**src/hdl/mie_pkg.sv**
```systemverilog
// Shared types, opcodes and constants for the MIPS integer execute block.
package mie_pkg;

    localparam int MEM_WORDS = 4096;
    localparam int MEM_AW    = $clog2(MEM_WORDS);

    typedef enum logic [2:0] {
        ST_OK         = 3'd0,
        ST_OVERFLOW   = 3'd1,
        ST_TRAP       = 3'd2,
        ST_DIV_ZERO   = 3'd3,
        ST_UNKNOWN    = 3'd4,
        ST_MISALIGNED = 3'd5,
        ST_HALTED     = 3'd6
    } status_t;

    typedef enum logic [2:0] {
        S_IDLE, S_READ_A, S_READ_B, S_EXEC, S_MULDIV, S_LOAD, S_STORE, S_FINISH
    } seq_state_t;

    typedef enum logic [1:0] {MD_MULT, MD_MULTU, MD_DIV, MD_DIVU} md_op_t;

    typedef enum logic [1:0] {MDS_IDLE, MDS_RUN, MDS_FIX} md_state_t;

    typedef enum logic [1:0] {SZ_BYTE, SZ_HALF, SZ_WORD} acc_size_t;

    typedef struct packed {
        logic   start;
        md_op_t op;
    } md_req_t;

    typedef struct packed {
        logic        done;
        logic [31:0] hi;
        logic [31:0] lo;
    } md_rsp_t;

    localparam logic [5:0] OP_SPECIAL = 6'h00;
    localparam logic [5:0] OP_REGIMM  = 6'h01;
    localparam logic [5:0] OP_J       = 6'h02;
    localparam logic [5:0] OP_JAL     = 6'h03;
    localparam logic [5:0] OP_BEQ     = 6'h04;
    localparam logic [5:0] OP_BNE     = 6'h05;
    localparam logic [5:0] OP_BLEZ    = 6'h06;
    localparam logic [5:0] OP_BGTZ    = 6'h07;
    localparam logic [5:0] OP_ADDI    = 6'h08;
    localparam logic [5:0] OP_ADDIU   = 6'h09;
    localparam logic [5:0] OP_SLTI    = 6'h0A;
    localparam logic [5:0] OP_SLTIU   = 6'h0B;
    localparam logic [5:0] OP_ANDI    = 6'h0C;
    localparam logic [5:0] OP_ORI     = 6'h0D;
    localparam logic [5:0] OP_XORI    = 6'h0E;
    localparam logic [5:0] OP_LUI     = 6'h0F;
    localparam logic [5:0] OP_LB      = 6'h20;
    localparam logic [5:0] OP_LH      = 6'h21;
    localparam logic [5:0] OP_LW      = 6'h23;
    localparam logic [5:0] OP_LBU     = 6'h24;
    localparam logic [5:0] OP_LHU     = 6'h25;
    localparam logic [5:0] OP_SB      = 6'h28;
    localparam logic [5:0] OP_SH      = 6'h29;
    localparam logic [5:0] OP_SW      = 6'h2B;

    localparam logic [5:0] FN_SLL   = 6'h00;
    localparam logic [5:0] FN_SRL   = 6'h02;
    localparam logic [5:0] FN_SRA   = 6'h03;
    localparam logic [5:0] FN_SLLV  = 6'h04;
    localparam logic [5:0] FN_SRLV  = 6'h06;
    localparam logic [5:0] FN_SRAV  = 6'h07;
    localparam logic [5:0] FN_JR    = 6'h08;
    localparam logic [5:0] FN_JALR  = 6'h09;
    localparam logic [5:0] FN_MFHI  = 6'h10;
    localparam logic [5:0] FN_MTHI  = 6'h11;
    localparam logic [5:0] FN_MFLO  = 6'h12;
    localparam logic [5:0] FN_MTLO  = 6'h13;
    localparam logic [5:0] FN_MULT  = 6'h18;
    localparam logic [5:0] FN_MULTU = 6'h19;
    localparam logic [5:0] FN_DIV   = 6'h1A;
    localparam logic [5:0] FN_DIVU  = 6'h1B;
    localparam logic [5:0] FN_ADD   = 6'h20;
    localparam logic [5:0] FN_ADDU  = 6'h21;
    localparam logic [5:0] FN_SUB   = 6'h22;
    localparam logic [5:0] FN_SUBU  = 6'h23;
    localparam logic [5:0] FN_AND   = 6'h24;
    localparam logic [5:0] FN_OR    = 6'h25;
    localparam logic [5:0] FN_XOR   = 6'h26;
    localparam logic [5:0] FN_NOR   = 6'h27;
    localparam logic [5:0] FN_SLT   = 6'h2A;
    localparam logic [5:0] FN_SLTU  = 6'h2B;
    localparam logic [5:0] FN_TGE   = 6'h30;
    localparam logic [5:0] FN_TGEU  = 6'h31;
    localparam logic [5:0] FN_TLT   = 6'h32;
    localparam logic [5:0] FN_TLTU  = 6'h33;
    localparam logic [5:0] FN_TEQ   = 6'h34;
    localparam logic [5:0] FN_TNE   = 6'h36;

    localparam logic [4:0] RI_BLTZ   = 5'h00;
    localparam logic [4:0] RI_BGEZ   = 5'h01;
    localparam logic [4:0] RI_TGEI   = 5'h08;
    localparam logic [4:0] RI_TGEIU  = 5'h09;
    localparam logic [4:0] RI_TLTI   = 5'h0A;
    localparam logic [4:0] RI_TLTIU  = 5'h0B;
    localparam logic [4:0] RI_TEQI   = 5'h0C;
    localparam logic [4:0] RI_TNEI   = 5'h0E;
    localparam logic [4:0] RI_BLTZAL = 5'h10;
    localparam logic [4:0] RI_BGEZAL = 5'h11;

    localparam logic [4:0] LINK_REG = 5'd31;

endpackage

```
**src/hdl/mie_muldiv.sv**
```systemverilog
// Iterative shift-add multiplier and restoring divider shared by mult and div.
module mie_muldiv
    import mie_pkg::*;
(
    input  logic        aclk,
    input  logic        aresetn,
    input  md_req_t     md_req,
    input  logic [31:0] md_a,
    input  logic [31:0] md_b,
    output md_rsp_t     md_rsp
);

    md_state_t   state_reg, state_next;
    md_op_t      op_reg;
    logic [4:0]  cnt_reg;
    logic [32:0] acc_hi_reg;
    logic [31:0] acc_lo_reg;
    logic [31:0] opnd_reg;
    logic [31:0] aop_reg;
    logic        na_reg;
    logic        nb_reg;
    logic        done_reg;
    logic [31:0] res_hi_reg;
    logic [31:0] res_lo_reg;

    logic        is_mult;
    logic        sgn;
    logic [32:0] mul_sum;
    logic [32:0] mul_sel;
    logic [32:0] div_shift;
    logic        div_ge;
    logic [32:0] div_rem;

    always_comb begin
        is_mult   = (op_reg == MD_MULT) || (op_reg == MD_MULTU);
        mul_sum   = {1'b0, acc_hi_reg[31:0]} + {1'b0, opnd_reg};
        mul_sel   = acc_lo_reg[0] ? mul_sum : {1'b0, acc_hi_reg[31:0]};
        div_shift = {acc_hi_reg[31:0], acc_lo_reg[31]};
        div_ge    = div_shift >= {1'b0, opnd_reg};
        div_rem   = div_ge ? (div_shift - {1'b0, opnd_reg}) : div_shift;
        sgn       = (md_req.op == MD_MULT) || (md_req.op == MD_DIV);
    end

    always_comb begin
        state_next = state_reg;
        unique case (state_reg)
            MDS_IDLE: begin
                if (md_req.start) begin
                    state_next = MDS_RUN;
                end
            end
            MDS_RUN: begin
                if (cnt_reg == '1) begin
                    state_next = MDS_FIX;
                end
            end
            MDS_FIX:  state_next = MDS_IDLE;
            default:  state_next = MDS_IDLE;
        endcase
    end

    always_comb begin
        md_rsp.done = done_reg;
        md_rsp.hi   = res_hi_reg;
        md_rsp.lo   = res_lo_reg;
    end

    always_ff @(posedge aclk) begin
        if (!aresetn) begin
            state_reg <= MDS_IDLE;
            done_reg  <= 1'b0;
        end else begin
            state_reg <= state_next;
            done_reg  <= (state_reg == MDS_FIX);
        end
    end

    always_ff @(posedge aclk) begin
        unique case (state_reg)
            MDS_IDLE: begin
                op_reg     <= md_req.op;
                cnt_reg    <= '0;
                acc_hi_reg <= '0;
                aop_reg    <= md_a;
                na_reg     <= sgn && md_a[31];
                nb_reg     <= sgn && md_b[31];
                if ((md_req.op == MD_DIV) && md_a[31]) begin
                    acc_lo_reg <= 32'd0 - md_a;
                end else begin
                    acc_lo_reg <= md_a;
                end
                if ((md_req.op == MD_DIV) && md_b[31]) begin
                    opnd_reg <= 32'd0 - md_b;
                end else begin
                    opnd_reg <= md_b;
                end
            end
            MDS_RUN: begin
                cnt_reg <= cnt_reg + 5'd1;
                if (is_mult) begin
                    acc_hi_reg <= {1'b0, mul_sel[32:1]};
                    acc_lo_reg <= {mul_sel[0], acc_lo_reg[31:1]};
                end else begin
                    acc_hi_reg <= div_rem;
                    acc_lo_reg <= {acc_lo_reg[30:0], div_ge};
                end
            end
            MDS_FIX: begin
                case (op_reg)
                    MD_MULT: begin
                        res_hi_reg <= acc_hi_reg[31:0] - (na_reg ? opnd_reg : 32'd0)
                                      - (nb_reg ? aop_reg : 32'd0);
                        res_lo_reg <= acc_lo_reg;
                    end
                    MD_MULTU: begin
                        res_hi_reg <= acc_hi_reg[31:0];
                        res_lo_reg <= acc_lo_reg;
                    end
                    default: begin
                        res_lo_reg <= (na_reg ^ nb_reg) ? (32'd0 - acc_lo_reg) : acc_lo_reg;
                        res_hi_reg <= na_reg ? (32'd0 - acc_hi_reg[31:0]) : acc_hi_reg[31:0];
                    end
                endcase
            end
            default: begin
                cnt_reg <= '0;
            end
        endcase
    end

endmodule

```
**config.mk**
```make
export PLATFORM = sky130hd
export DESIGN_NAME = mie_muldiv
export DESIGN_NICKNAME = d
export VERILOG_FILES = /design/src/hdl/mie_pkg.sv /design/src/hdl/mie_muldiv.sv
export SDC_FILE = /design/constraint.sdc
export NUM_CORES = 1
export LEC_CHECK = 0
export BUFFER_PORTS_ARGS = -buffer_cell sky130_fd_sc_hd__buf_2
export CAP_MARGIN = 10
export CORE_MARGIN = 2
export CORE_UTILIZATION = 50
export CTS_CLUSTER_SIZE = 25
export DETAILED_ROUTE_END_ITERATION = 6
export PLACE_DENSITY = 0.75
export SLEW_MARGIN = 10
export SYNTH_ARGS = -nofsm -noshare
export SYNTH_HDL_FRONTEND = slang
export SYNTH_SLANG_ARGS = --single-unit
```
**constraint.sdc**
```tcl
create_clock -name aclk -period 6.3 [get_ports aclk]
set_clock_uncertainty 0.15 [all_clocks]
set_input_delay 1.26 -clock aclk [delete_from_list [all_inputs] [get_ports aclk]]
set_output_delay 1.26 -clock aclk [all_outputs]
set_load 0.01 [all_outputs]
```
======== Word-level counts from Yosys, hierarchy flattened ========
Cells that the tools add are included.
Widths: inputs -> output; s select.
storage, ports and cells
  bits in registers ....................... 204
  input bits .............................. 69
cells by class
  $add $sub $neg .......................... 9
  magnitude comparators ................... 1
  equality and inequality tests ........... 7
  muxes and demuxes ....................... 18
  bitwise operators ....................... 1
  reduce and logical (&&, ||, !) cells .... 12
operator list
  operator               count
  $mux 32                10
  $pmux 32 s2            3
  $sub 1x32->32 const A  4
  $sub 32x32->32         3
  $add 32x32->33         1
  $ge 33x32->1           1
  $mux 33                1
  $pmux 5 s2             1
  $logic_not 2->1        3
  $add 5x1->5 const B    1
  $eq 5x5->1 const B     1
  $eq 2x1->1 const B     2
  $eq 2x2->1 const B     2
  $logic_and 1x1->1      4
  $mux 2                 2
  $ne 2x2->1 const B     2
  $pmux 2 s2             1
  $logic_or 1x1->1       2
  $reduce_and 2->1       1
  $reduce_bool 2->1      1
  $reduce_or 2->1        1
  $xor 1x1->1            1

======== Depth between registers and ports, before layout ========
Gate-level depths: netlist (run 1).
  word-level depth ........................ 4
  gate-level depth with buffers ........... 18
  mapped depth without buffers ............ 16

======== Worst setup path after synthesis (run 1) ========
OpenSTA, ideal clock, no wires.
  path kind ............................... register to register
  start point ............................. reg na_reg
  end point ............................... reg res_hi_reg[25] (data pin)
  setup time .............................. 0.261 ns
  arrival ................................. 4.082 ns
  required time ........................... 5.889 ns
  slack ................................... 1.807 ns
  stages on the path, launching flop included .. 19
  path buffers ............................ 3
  path through ............................ edfxtp_1 clkbuf_1 inv_1 clkbuf_1 clkbuf_1 nor2_1 fa_1 inv_1 ha_1 a211oi_1 o21ai_0 nor3_1 o2bb2ai_1 o311a_1 o21ai_1 a21boi_0 xor2_1 nor2_1 a311o_1
on the way
  longest elaborated chain between the ends .. 4
  elaborated cells between the ends (all ways) .. 5
  those cells by class .................... add/sub: 2; mux: 3
RTL lines
  what                    line               RTL
  start, declared         mie_muldiv.sv:20   logic na_reg;
  start signal, assigned  mie_muldiv.sv:85   na_reg <= sgn && md_a[31];
  $mux 32                 mie_muldiv.sv:111  res_hi_reg <= acc_hi_reg[31:0] - (na_reg ? opnd_reg : 32'd0)
  $sub 32x32->32          mie_muldiv.sv:111
  $sub 32x32->32          mie_muldiv.sv:112  - (nb_reg ? aop_reg : 32'd0);
  $pmux 32 s2 (*)         mie_muldiv.sv:109  case (op_reg)
  end signal, assigned    mie_muldiv.sv:111
  end signal, assigned    mie_muldiv.sv:116  res_hi_reg <= acc_hi_reg[31:0];
  end signal, assigned    mie_muldiv.sv:121  res_hi_reg <= na_reg ? (32'd0 - acc_hi_reg[31:0]) : acc_hi_reg[31:0];
  end, declared           mie_muldiv.sv:23   logic [31:0] res_hi_reg;
Mark *: on every way between the ends. The rest lies on a longest branch, timed or not.
A chain may end at the register's enable or synchronous reset.

======== Worst setup path in the final report (run 1) ========
Same ends and word-level chain as after synthesis.

==> results of run 1 <==
==> final timing paths <==
check | from | end | slack (ps)
worst max-delay path | na_reg | res_hi_reg[25] | 1340
worst min-delay path | cnt_reg[0] | cnt_reg[0] | 450
worst max register to register | na_reg | res_hi_reg[25] | 1340
worst min register to register | cnt_reg[0] | cnt_reg[0] | 450
==> metrics by stage <==
stage,cells,util,area [µm²]
finish,2403,0.5711,18680
global route,2402,0.5711,18670
CTS,2402,0.5711,18670
detailed placement,2359,0.5434,17770
global placement,2359,0.5434,17770
floorplan,1845,-,16710
==> layer usage <==
layer,global-route usage,wire length [µm]
met1,0.3888,21090
met3,0.03452,3966
met5,0,0
met2,0.4229,21300
met4,0.06807,1196
==> worst max-delay path, cell delays in order (launching register included) <==
cell                        delay (ps)
sky130_fd_sc_hd__edfxtp_1          530
sky130_fd_sc_hd__inv_1             490
sky130_fd_sc_hd__nor2_1            160
sky130_fd_sc_hd__fa_1              530
sky130_fd_sc_hd__inv_1              40
sky130_fd_sc_hd__ha_1              350
sky130_fd_sc_hd__a211oi_1          420
sky130_fd_sc_hd__o21ai_0           200
sky130_fd_sc_hd__nor3_1            170
sky130_fd_sc_hd__o2bb2ai_1         250
sky130_fd_sc_hd__o311a_1           300
sky130_fd_sc_hd__o21ai_1           190
sky130_fd_sc_hd__a21boi_0          300
sky130_fd_sc_hd__xor2_1            210
sky130_fd_sc_hd__nor2_1             60
sky130_fd_sc_hd__a311o_1           350
==> layout by cell type, fill, tap and decap left out, types with 27 or more instances in the layout <==
master / count
sky130_fd_sc_hd__nor3_1: 39
sky130_fd_sc_hd__o31ai_1: 27
sky130_fd_sc_hd__buf_2: 133
sky130_fd_sc_hd__xor2_1: 67
sky130_fd_sc_hd__a21o_1: 36
sky130_fd_sc_hd__ha_1: 103
sky130_fd_sc_hd__edfxtp_1: 201
sky130_fd_sc_hd__a211oi_1: 41
sky130_fd_sc_hd__inv_1: 151
sky130_fd_sc_hd__nand2_1: 124
sky130_fd_sc_hd__o21ai_0: 119
sky130_fd_sc_hd__mux2i_1: 40
sky130_fd_sc_hd__fa_1: 33
sky130_fd_sc_hd__nor2_1: 179
sky130_fd_sc_hd__a21oi_1: 182
sky130_fd_sc_hd__xnor2_1: 99
sky130_fd_sc_hd__and2_1: 42
==> report_power, final <==
group,switching (µW),leakage (µW),internal [µW],total (µW)
registers,127,0.00206,1630,1760
clock network,576,0.000437,1020,1600
logic,1110,0.00528,744,1860
total,1820,0.00778,3400,5210
==> synth_stat cells, types with 5 or more instances <==
master | count | area, µm²
sky130_fd_sc_hd__or3_1 | 18 | 112.6
sky130_fd_sc_hd__nand2b_1 | 20 | 125.1
sky130_fd_sc_hd__clkbuf_1 | 66 | 247.7
sky130_fd_sc_hd__edfxtp_1 | 201 | 6036
sky130_fd_sc_hd__o31ai_1 | 27 | 202.7
sky130_fd_sc_hd__and2_1 | 42 | 262.8
sky130_fd_sc_hd__a21oi_1 | 183 | 915.9
sky130_fd_sc_hd__nor3_1 | 39 | 195.2
sky130_fd_sc_hd__o21bai_1 | 12 | 90.09
sky130_fd_sc_hd__nor4_1 | 12 | 75.07
sky130_fd_sc_hd__nand3_1 | 17 | 85.08
sky130_fd_sc_hd__o211ai_1 | 21 | 157.7
sky130_fd_sc_hd__nand2_1 | 125 | 469.2
sky130_fd_sc_hd__fa_1 | 33 | 660.6
sky130_fd_sc_hd__xor2_1 | 67 | 586.8
sky130_fd_sc_hd__a211oi_1 | 41 | 307.8
sky130_fd_sc_hd__or2_2 | 7 | 43.79
sky130_fd_sc_hd__o21ai_0 | 119 | 595.6
sky130_fd_sc_hd__o41ai_1 | 9 | 78.83
sky130_fd_sc_hd__a31oi_1 | 22 | 137.6
sky130_fd_sc_hd__or4_1 | 10 | 75.07
sky130_fd_sc_hd__a21o_1 | 36 | 270.3
sky130_fd_sc_hd__o22ai_1 | 5 | 31.28
sky130_fd_sc_hd__inv_1 | 153 | 574.3
sky130_fd_sc_hd__nand4_1 | 16 | 100.1
sky130_fd_sc_hd__nor2b_1 | 13 | 81.33
sky130_fd_sc_hd__nor2_1 | 180 | 675.7
sky130_fd_sc_hd__mux2i_1 | 40 | 400.4
sky130_fd_sc_hd__a221oi_1 | 6 | 52.55
sky130_fd_sc_hd__xnor2_1 | 99 | 867.1
sky130_fd_sc_hd__ha_1 | 103 | 1289
sky130_fd_sc_hd__o21a_1 | 13 | 97.59
sky130_fd_sc_hd__and3_1 | 13 | 81.33
==> cells by family after synthesis <==
logic type,count (synthesis),synth area share
AOI/OAI and AO/OA,542,0.2026
and+or+nand+nor,528,0.1518
buffers and inverters,226,0.05128
DFF,204,0.3647
xor gates and xnor gates,166,0.08699
adders and majority gates,136,0.1166
muxes,43,0.02598
==> final cells by class <==
cell class              count  area (µm²)
fillers                  2941       14020
multi-input cells        1415        9789
flip-flops and latches    204        6096
repair buffers            145       755.7
clock buffers              25       604.3
inverters                 153       574.3
well taps                 442       553.0
clock inverters            18       301.5
diodes                      1       2.502
==> impl_summary.txt, run 1 <==
----------------------------------------------------
[Floorplanning]
  Number of top-level pins ... between 100 and 150
  Height of the chip ... between 150 and 200 µm
  Die boundary width ... between 150 and 200 µm
  Initial standard-cell utilization of the core ... 0.5111
  Placeable core area ... 32700 µm²
  Number of rows in the core area ... 66
  Die Outline Area ... roughly 35000 µm²

[Drt]
  Total Routed Length ... around 48 mm
  Vias ... between 10000 and 15000
  Mean number of vias per cell ... ~6.0
  Violation count after the first detailed-route iteration ... between 1000 and 1500
  Number of nets still failing antenna checks after routing ... 0
  Drt first pass iters ... 7
  # DRC ... 7
  Routed len/inst ... 19.79 µm

[STA]
  Post-route setup TNS ... 0 ps
  Final hold vios ... 0
  Worst-Margin Slew ... 1016 ps
  Final-report max-slew violation count ... 0
  Worst Slack Setup Final ... between 1000 and 1500 ps
  Final-report setup violation count ... 0
  Post-layout minimum cycle time ... slightly below 5000 ps
  Setup repair after global routing missed its margin ... no
  Fin Hold WS ... 449.7 ps
  Tcrit/Tclk final ... 0.7876
  Worst slew margin relative to its limit ... 0.3207
  Achievable Freq ... slightly above 200 MHz

[Worst hold path]
  Depth of the worst hold-timing path ... 1
  Class of the tightest hold or removal check ... flip-flop to flip-flop

[Global route]
  Number of global-route vias before repair ... 13700
  Overflow left after global routing ... 0
  Total global-route track usage ... 0.2674
  Initial antenna violation count ... 0
  Wire length of the first global-routing pass ... 74.93 mm
  Maximum number of pins on one net before global-route repair ... 69

[Worst setup path]
  Number of cells traversed by the worst register-to-register path ... 15
  Crit path launch type ... flip-flop
  Worst-path fanout max ... 16
  Data arrival time of the critical path ... 5100 ps
  Kind of end point of the critical path ... flip-flop
  Data required time at the worst endpoint ... roughly 6400 ps
  WS Path Type ... flip-flop to flip-flop

[Synthesis]
  Sequential area share after synthesis ... 0.3647
  Net count of the mapped netlist ... just over 2000
  EDFF count, synth ... between 200 and 250
  Synth Register Bits ... just over 200
  Post-synthesis instance total ... approximately 1800
  Number of warning messages in the yosys log ... 0
  Post-synth design cell area ... roughly 17000 µm²
  Mean post-synth cell area ... ~9 µm²
  Asr flop ratio synth ... 0
  Library cells used by synthesis ... between 70 and 80
  Top FF cell, synth ... sky130_fd_sc_hd__edfxtp_1

[Flow run]
  Count of max-cap constraint violations ... 0

[Power]
  Max VDD drop ... ~200 µV
  Total power after layout ... about 5200 µW
  Power density of the placed cells ... ~280 nW/µm²
  Leakage power figure ... 0.007782 µW

[Clocking]
  CTS tree ... built
  Cts-stage hold buffer count ... 0
  Number of buffers on the longest clock path ... 3
  Count of cells resized by post-cts repair ... 0
  Number of levels the H-tree was split into ... 1
  CTS sink cnt ... 204
  Clock slew seen by the registers of the worst setup and hold paths ... 70 ps
  Clock insertion delay at the later pin of the skew report ... roughly 540 ps
  Number of clock buffers inserted by TritonCTS ... 24
  Clock root buffer master ... sky130_fd_sc_hd__clkbuf_16
  Post CTS Setup Buffer Count ... 0

[Place]
  IO Port Bufs ... 133
  GPL Wtd Cong ... slightly above 0.9
  Worst slack, placed ... 1478 ps
  Dpl hpwl ... between 30 and 40 mm

[Outcome]
  Failing checks ... design-rule violations
  Status ... finished, violations left

[Final layout]
  Relative area change from synthesis to final layout ... 11.75%
  Final Net Count ... 2148
  Proportion of layout cells with a drive suffix above 1 ... 0.1092

----------------------------------------------------
Power figures use the tool's default switching activity.
==> run 2, diff against run 1 <==
- clock period: 6.3 -> 4.6 ns (I/O delays scaled with it)
==> impl_summary.txt, run 2 (synthesis gave the netlist of run 1 again) <==
----------------------------------------------------
[Clocking]
  Cts-stage hold buffer count ... 0
  CTS sink cnt ... approximately 200
  Number of levels the H-tree was split into ... 1
  Number of clock buffers inserted by TritonCTS ... 25
  Clock insertion delay at the later pin of the skew report ... 550 ps
  Clock root buffer master ... sky130_fd_sc_hd__clkbuf_16
  Post CTS Setup Buffer Count ... 0
  Clock slew seen by the registers of the worst setup and hold paths ... ~70 ps
  Number of buffers on the longest clock path ... 3
  CTS tree ... built
  Count of cells resized by post-cts repair ... 0

[Drt]
  Number of nets still failing antenna checks after routing ... 0
  Vias ... around 15000
  Drt first pass iters ... 7
  # DRC ... 5
  Routed len/inst ... between 20 and 25 µm
  Total Routed Length ... 48.54 mm
  Violation count after the first detailed-route iteration ... roughly 1500
  Mean number of vias per cell ... about 6.0

[Global route]
  Overflow left after global routing ... 0
  Maximum number of pins on one net before global-route repair ... 94
  Total global-route track usage ... 0.2727
  Initial antenna violation count ... 1
  Wire length of the first global-routing pass ... 76.31 mm
  Number of global-route vias before repair ... roughly 14000

[Place]
  IO Port Bufs ... 133
  GPL Wtd Cong ... ~0.94
  Placed cell area ... between 15000 and 20000 µm²
  Dpl hpwl ... roughly 37 mm

[Worst setup path]
  Number of cells traversed by the worst register-to-register path ... 16
  Startpoint of the worst register-to-register path ... nb_reg
  R2r endpoint ... res_hi_reg[26]
  Worst-path fanout max ... 5
  Data arrival time of the critical path ... between 4000 and 5000 ps
  WS Path Type ... flip-flop to flip-flop
  Data required time at the worst endpoint ... 4710 ps
  Kind of end point of the critical path ... flip-flop
  Crit path launch type ... flip-flop
  Reg2reg setup slack ... slightly below 400 ps

[Floorplanning]
  Height of the chip ... approximately 190 µm
  Placeable core area ... between 30000 and 40000 µm²
  Number of rows in the core area ... 66
  Die boundary width ... between 150 and 200 µm
  Die Outline Area ... approximately 35000 µm²
  Number of top-level pins ... ~130
  Initial standard-cell utilization of the core ... 0.5111

[Worst hold path]
  Sink of the worst hold path ... aop_reg[17]
  Hold path startpoint ... md_a[17]
  Class of the tightest hold or removal check ... input port to flip-flop
  Depth of the worst hold-timing path ... 1

[STA]
  Final-report max-slew violation count ... 0
  Final-report setup violation count ... 0
  Final hold vios ... 0
  Post-route setup TNS ... 0 ps
  Worst slew margin relative to its limit ... 0.3001
  Worst-Margin Slew ... about 1000 ps
  Tcrit/Tclk final ... 0.9147
  Post-layout minimum cycle time ... roughly 4200 ps
  Setup repair after global routing missed its margin ... no
  Achievable Freq ... ~240 MHz

[Final layout]
  Diode count ... 0
  Proportion of layout cells with a drive suffix above 1 ... 0.1179
  Final Cell Area ... 18820 µm²
  Leading cell type in the layout, fill and taps excluded ... sky130_fd_sc_hd__edfxtp_1
  Highest-count cells in the layout ignoring fill and taps ... 201 x sky130_fd_sc_hd__edfxtp_1, 182 x sky130_fd_sc_hd__a21oi_1, 179 x sky130_fd_sc_hd__nor2_1
  Final Net Count ... about 2200
  Final design utilization ... 0.5754
  Relative area change from synthesis to final layout ... 12.58%
  Fill cell count ... 2884

[Power]
  Total power after layout ... slightly above 7000 µW
  Max VDD drop ... between 200 and 300 µV
  Power density of the placed cells ... between 300 and 400 nW/µm²
  Leakage power figure ... a little under 0.008 µW

[Flow run]
  Count of max-cap constraint violations ... 0

[Outcome]
  Failing checks ... design-rule violations
  Status ... finished, violations left

----------------------------------------------------
-- run 2: cell types whose count changed in the layout (fill, tap and decap cells not counted), sizes merged --
cell	previous run	this run
buf	145	166
clkbuf	25	30
bufinv	8	5
diode	1	0
inv	153	154
-- run 2: final cells by class --
class | count | area, µm² | share of cell area
multi-input combinational | 1415 | 9796 | 0.5206
sequential | 204 | 6096 | 0.3240
timing repair buffer | 166 | 938.4 | 0.04987
clock buffer | 30 | 644.4 | 0.03424
inverter | 153 | 574.3 | 0.03052
tap | 442 | 553.0 | 0.02939
clock inverter | 16 | 215.2 | 0.01144
-- run 2: per-layer routing --
metal	GRT usage	share of wire	wire length, µm	vias up
met3	0.04334	0.091	4424	56
met4	0.06166	0.020	969	0
met1	0.3927	0.44	21490	6931
li1	-	-	-	6931
met5	0	0	0	-
met2	0.4331	0.45	21660	642
-- run 2: stage by stage --
step,hold WS (ps),worst slack (ps),std cells
global placement,432.9,440.8,2380
detailed placement,440.9,340.6,2380
finish,444.8,392.2,2426
floorplan,274.4,107.3,1845
CTS,431.8,326.6,2426
global route,433.1,43.19,2426
-- run 2: worst max-delay path by stage --
stage,startpoint,endpoint,cells after the start
6_report,nb_reg,res_hi_reg[26],16
2_1_floorplan,na_reg,res_hi_reg[25],18
5_1_grt,nb_reg,res_hi_reg[26],16
3_3_place_gp,nb_reg,res_hi_reg[26],16
4_1_cts,nb_reg,res_hi_reg[26],16
3_5_place_dp,nb_reg,res_hi_reg[26],16
-- run 2: critical path, stage by stage (launching register included) --
cell	delay [ps]
sky130_fd_sc_hd__edfxtp_1	410
sky130_fd_sc_hd__nand2_1	120
sky130_fd_sc_hd__fa_1	530
sky130_fd_sc_hd__inv_1	50
sky130_fd_sc_hd__ha_1	190
sky130_fd_sc_hd__or2_2	310
sky130_fd_sc_hd__fa_1	420
sky130_fd_sc_hd__a21oi_1	210
sky130_fd_sc_hd__o22ai_1	170
sky130_fd_sc_hd__o211ai_1	260
sky130_fd_sc_hd__a31oi_1	190
sky130_fd_sc_hd__o22ai_2	170
sky130_fd_sc_hd__o21bai_1	160
sky130_fd_sc_hd__a21o_1	200
sky130_fd_sc_hd__a21oi_1	160
sky130_fd_sc_hd__xor2_1	150
sky130_fd_sc_hd__o21ai_0	90
-- run 2: report_power, final --
group / internal (µW) / switching, µW / total, µW
sequential: 2230 / 166 / 2400
combinational: 1080 / 1550 / 2630
clock: 1280 / 809 / 2090
total: 4590 / 2530 / 7120
